## src/rtl/vgd_div.sv

```systemverilog
// Iterative signed divider, one quotient bit per cycle, truncating toward zero.
// Depends on vgd_pkg only through the caller's widths; standalone otherwise.
`default_nettype none
module vgd_div #(
   parameter int unsigned NUM_W = 64,
   parameter int unsigned DEN_W = 33
) (
   input  wire logic                    clock,
   input  wire logic                    reset,
   input  wire logic                    start,
   input  wire logic signed [NUM_W-1:0] num,
   input  wire logic signed [DEN_W-1:0] den,
   output logic                         done,
   output logic signed [NUM_W-1:0]      quot,
   output logic signed [NUM_W-1:0]      rem
);
   localparam int unsigned CNT_W = $clog2(NUM_W + 1);

   logic [NUM_W-1:0] q_ff, q_in;
   logic [NUM_W:0]   r_ff, r_in;
   logic [NUM_W-1:0] d_ff, d_in;
   logic             qneg_ff, qneg_in, rneg_ff, rneg_in;
   logic [CNT_W-1:0] cnt_ff, cnt_in;
   logic             busy_ff, busy_in;
   logic             done_ff;
   logic [NUM_W:0]   trial;
   logic [NUM_W-1:0] anum, aden;

   always_comb begin
      anum = num[NUM_W-1] ? NUM_W'(-num) : NUM_W'(num);
      aden = den[DEN_W-1] ? NUM_W'(-$signed({{(NUM_W-DEN_W){den[DEN_W-1]}}, den}))
                          : NUM_W'({{(NUM_W-DEN_W){1'b0}}, den});
      q_in = q_ff; r_in = r_ff; d_in = d_ff;
      qneg_in = qneg_ff; rneg_in = rneg_ff; cnt_in = cnt_ff; busy_in = busy_ff;
      trial = {r_ff[NUM_W-1:0], q_ff[NUM_W-1]} - {1'b0, d_ff};
      if (start) begin
         q_in = anum; r_in = '0; d_in = aden;
         qneg_in = num[NUM_W-1] ^ den[DEN_W-1];
         rneg_in = num[NUM_W-1];
         cnt_in = CNT_W'(NUM_W); busy_in = 1'b1;
      end else if (busy_ff) begin
         if (!trial[NUM_W]) begin
            r_in = trial;
            q_in = {q_ff[NUM_W-2:0], 1'b1};
         end else begin
            r_in = {r_ff[NUM_W-1:0], q_ff[NUM_W-1]};
            q_in = {q_ff[NUM_W-2:0], 1'b0};
         end
         cnt_in = cnt_ff - 1'b1;
         if (cnt_ff == CNT_W'(1)) busy_in = 1'b0;
      end
   end

   always_ff @(posedge clock) begin
      if (reset) begin
         busy_ff <= 1'b0;
         cnt_ff  <= '0;
      end else begin
         busy_ff <= busy_in;
         cnt_ff  <= cnt_in;
      end
      q_ff <= q_in; r_ff <= r_in; d_ff <= d_in;
      qneg_ff <= qneg_in; rneg_ff <= rneg_in;
   end

   always_ff @(posedge clock) begin
      if (reset) done_ff <= 1'b0;
      else       done_ff <= busy_ff && (cnt_ff == CNT_W'(1));
   end
   assign quot = qneg_ff ? $signed(-q_ff) : $signed(q_ff);
   assign rem  = rneg_ff ? $signed(-r_ff[NUM_W-1:0]) : $signed(r_ff[NUM_W-1:0]);
   // done is registered alongside the last iteration, so quot and rem are settled while it is high
   assign done = done_ff;
endmodule
`default_nettype wire

```

## config.mk

```make
export PLATFORM = sky130hd
export DESIGN_NAME = vgd_div
export DESIGN_NICKNAME = d
export VERILOG_FILES = /design/src/rtl/vgd_div.sv
export SDC_FILE = /design/constraint.sdc
export NUM_CORES = 1
export LEC_CHECK = 0
export BUFFER_PORTS_ARGS = -buffer_cell sky130_fd_sc_hd__clkbuf_2
export CAP_MARGIN = 10
export CORE_MARGIN = 1
export CORE_UTILIZATION = 30
export DETAILED_ROUTE_END_ITERATION = 10
export PLACE_DENSITY = 0.45
export SYNTH_ARGS = -nofsm -noshare
export SYNTH_HDL_FRONTEND = slang
export SYNTH_SLANG_ARGS = --single-unit
```

## constraint.sdc

```tcl
create_clock -name clock -period 5.85 [get_ports clock]
set_input_delay 1.755 -clock clock [delete_from_list [all_inputs] [get_ports clock]]
set_output_delay 1.755 -clock clock [all_outputs]
set_load 0.05 [all_outputs]
```

==> impl_metrics.csv <==
group,metric,value,unit
status,status,"finished, violations left",
status,violations,"setup timing",
global_route,antenna_found_initial,2,
synthesis,synth_edf_count,130,
setup_path,arrival,4.28,ns
hold_path,min_path_type,"reg -> reg",
finish,area_growth,21.9,%
synthesis,synthCells,1966,
setup_path,cp-end-kind,"output port",
setup_path,cp_common_cell,"or4_4",
timing,layout_min_cycle_time,6.04,ns
clock_network,hold_buffers,0,
timing,finalSetupViolCount,13,
power_and_ir_drop,power.density,289,nW/um^2
setup_path,cp-start-kind,"register",
synthesis,synthDistinctLibCells,78,
routing,via_count,15400,
synthesis,ys_warn_count,0,
finish,drive_above_1_share,17.4,%
die,fp.dieH,237,um
timing,fin_ws,-0.189,ns
synthesis,yosys.area_share.simple,18.1,%
clock_network,clk_pin_slew,0.06,ns
routing,ant_nets,0,
die,die_area,55900,sq um
synthesis,ys_ff_latch,203,
synthesis,async_reset_ff_share,0,%
die,core,54000,sq um
synthesis,synth_top_family_by_area,"compound AO/OA/AOI/OAI gates",
synthesis,ys_dominant_reg_cell,"edfxtp_1",
routing,wirelength,54.1,mm
die,rows,85,
global_route,grt_max_degree,106,
timing,slew_viol_final,0,
setup_path,crit_start,"r_ff[12]",
routing,drt_iter0_drc,817,
timing,fmax,0.166,GHz
synthesis,syn_avg_cell_area,8.39,sq um
power_and_ir_drop,vdd_drop_max,0.000242,V
clock_network,cts_num_sinks,203,
placed_design,gp_congestion,0.878,
setup_path,slowest_stage,"or4_4",
power_and_ir_drop,seq_power_share,31.8,%
clock_network,cts.htree.levels,1,
setup_path,worstPathMaxFanout,5,
synthesis,syn_area,16500,sq um
power_and_ir_drop,p_switching,2.37,mW
finish,layout_commonest_cell,"xnor2_1",
clock_network,cts_max_path_buffers,3,
setup_path,path_cells,"or4_4 > or4_4 > or2_1 > or4_4 > or2_1 > or3_4 > nor2_8 > nand4_4 > o41ai_4 > xnor2_1 > clkbuf_8",
global_route,overflow,0,
hold_path,hold_path.startpoint,"cnt_ff[1]",
routing,drt-pass1-iter-count,7,
synthesis,ys_seq_area_share,32.5,%
power_and_ir_drop,combPwrFrac,38.6,%
timing,rsz0062_at_grt,"yes",
clock_network,cts_buffers,28,
placed_design,hpwlAfterDp,40.7,mm
timing,hold_viol,0,
timing,tightest_slew,1.04,ns
finish,fill_cells,5603,
finish,seq_area,5370,sq um
timing,fin_setup_tns,-1.26,ns
setup_path,cp_slowest_stage_delay,0.54,ns
synthesis,synth-xor-area-share,14.4,%
routing,drc_errors,0,
finish,mostFrequentLayoutCells,"xnor2_1 (193), nor2_1 (192), clkbuf_2 (183)",
global_route,grt_pass1_wl,83.6,mm
timing,post-route-period-util,103,%
finish,multi_input_area,10700,sq um
flow_run,drv_cap,0,
power_and_ir_drop,power.share.clock,29.7,%
global_route,grt_usage,18.7,%
setup_path,r2r-start,"r_ff[46]",
die,die_w,237,um
power_and_ir_drop,switching_share,40.8,%
placed_design,dp.cells,2844,
routing,viasPerCell,5.28,
finish,fin_cells,2913,
clock_network,root_buffer,"clkbuf_16",
synthesis,synthAdderAreaFrac,5.43,%
setup_path,crit_type,"reg -> out",
placed_design,port_buffers,228,
clock_network,cts_tree,"built",
power_and_ir_drop,internal-power,3.44,mW
synthesis,synth_compound_area_share,22.0,%
die,pin_count,229,
setup_path,crit_required,4.09,ns
synthesis,synthMuxAreaShare,2.62,%
global_route,grt_pass1_vias,14500,
clock_network,clock_latency,0.57,ns
routing,wire_per_inst,18.6,um
finish,nNetsFinal,2364,
timing,slew_headroom,29.7,%
timing,fin_skew,0.0217,ns
power_and_ir_drop,total_power,5.81,mW
power_and_ir_drop,total_leakage_power,7.89,nW
die,start_util,30.5,%
-- metrics by stage --
stage	worst slack [ns]	hold WS, ns	area [sq um]	utilization [%]
detailed placement	0.0612	0.514	18500	34.2
floorplan	0.318	0.469	16600	-
global route	-0.284	0.560	20100	37.2
finish	-0.189	0.511	20100	37.2
CTS	-0.155	0.519	19900	36.9
global placement	0.125	0.481	18500	34.2
-- repair_timing --
| item | in CTS | in global routing |
|---|---|---|
| setup buffers | 7 | 8 |
| endpoints found under the setup margin | 61 | 51 |
| pin swaps | 23 | 19 |
| gates resized for setup | 106 | 54 |
-- power by group through the flow --
stage	logic (mW)	clock network (mW)	registers, mW
CTS	2.23	1.79	1.84
finish	2.24	1.73	1.85
detailed placement	2.14	0	1.86
global placement	2.14	0	1.86
floorplan	1.61	0	1.81
global route	2.40	1.84	1.87
-- Yosys cell counts (18+ instances only) --
| cell | count | area [sq um] |
|---|---|---|
| xnor2_1 | 195 | 1710 |
| nor2_1 | 193 | 724 |
| a21oi_1 | 155 | 776 |
| nand2_1 | 145 | 544 |
| edfxtp_1 | 130 | 3900 |
| o21ai_0 | 125 | 626 |
| clkbuf_1 | 105 | 394 |
| inv_1 | 96 | 360 |
| xor2_1 | 77 | 674 |
| dfxtp_1 | 73 | 1460 |
| o31ai_1 | 73 | 548 |
| ha_1 | 70 | 876 |
| a211oi_1 | 52 | 390 |
| mux2i_1 | 42 | 420 |
| a21o_1 | 32 | 240 |
| nor3_1 | 32 | 160 |
| nand4_1 | 31 | 194 |
| o41ai_1 | 29 | 254 |
| nand3_1 | 28 | 140 |
| or3_1 | 26 | 163 |
| nand2b_1 | 25 | 156 |
| or4_1 | 25 | 188 |
| a31oi_1 | 18 | 113 |
-- layer usage --
metal / wire length, um / part of all wire (%) / track usage, %
met1: 25400 / 47 / 25.7
met2: 24000 / 44 / 29.5
met4: 2140 / 4.0 / 7.36
met5: 0 / 0 / 0
met3: 2510 / 4.6 / 2.32
-- logic make-up after synthesis --
logic type	Yosys count
simple gates	602
compound gates	566
xor+xnor	272
buf+inv	208
flops	203
fa+ha+maj	71
mux	43
other cells	1
-- critical path: cells and delay by family, from the launching register on --
| family | cells | cell delay [ns] |
|---|---|---|
| simple gates | 8 | 2.65 |
| flops | 1 | 0.32 |
| compound gates | 1 | 0.30 |
| buf+inv | 1 | 0.24 |
| xor+xnor | 1 | 0.20 |
-- flip-flops by register name, indices dropped and copies added (netlist names) --
| register | cells |
|---|---|
| d_ff | 64 |
| q_ff | 64 |
| done | 1 |
| r_ff | 64 |
| rneg_ff | 1 |
| busy_ff | 1 |
| cnt_ff | 7 |
| qneg_ff | 1 |
-- layout make-up --
class | instances | share of cell area [%]
Clock buffer | 35 | 3.88
Clock inverter | 17 | 0.728
Timing Repair Buffer | 278 | 9.05
Sequential cell | 203 | 26.7
Inverter | 97 | 1.81
Multi-Input combinational cell | 1585 | 53.5
Antenna cell | 2 | 0.0249
Tap cell | 696 | 4.33
-- final timing paths --
| path | slack (ns) | cells after the start | to |
|---|---|---|---|
| setup / recovery | -0.19 | 11 | rem[59] |
| setup reg to reg | 1.59 | 10 | r_ff[53] |
| hold reg to reg | 0.51 | 2 | cnt_ff[1] |
| hold / removal | 0.51 | 2 | cnt_ff[1] |
Note: power is estimated with default switching activity, not from simulation.
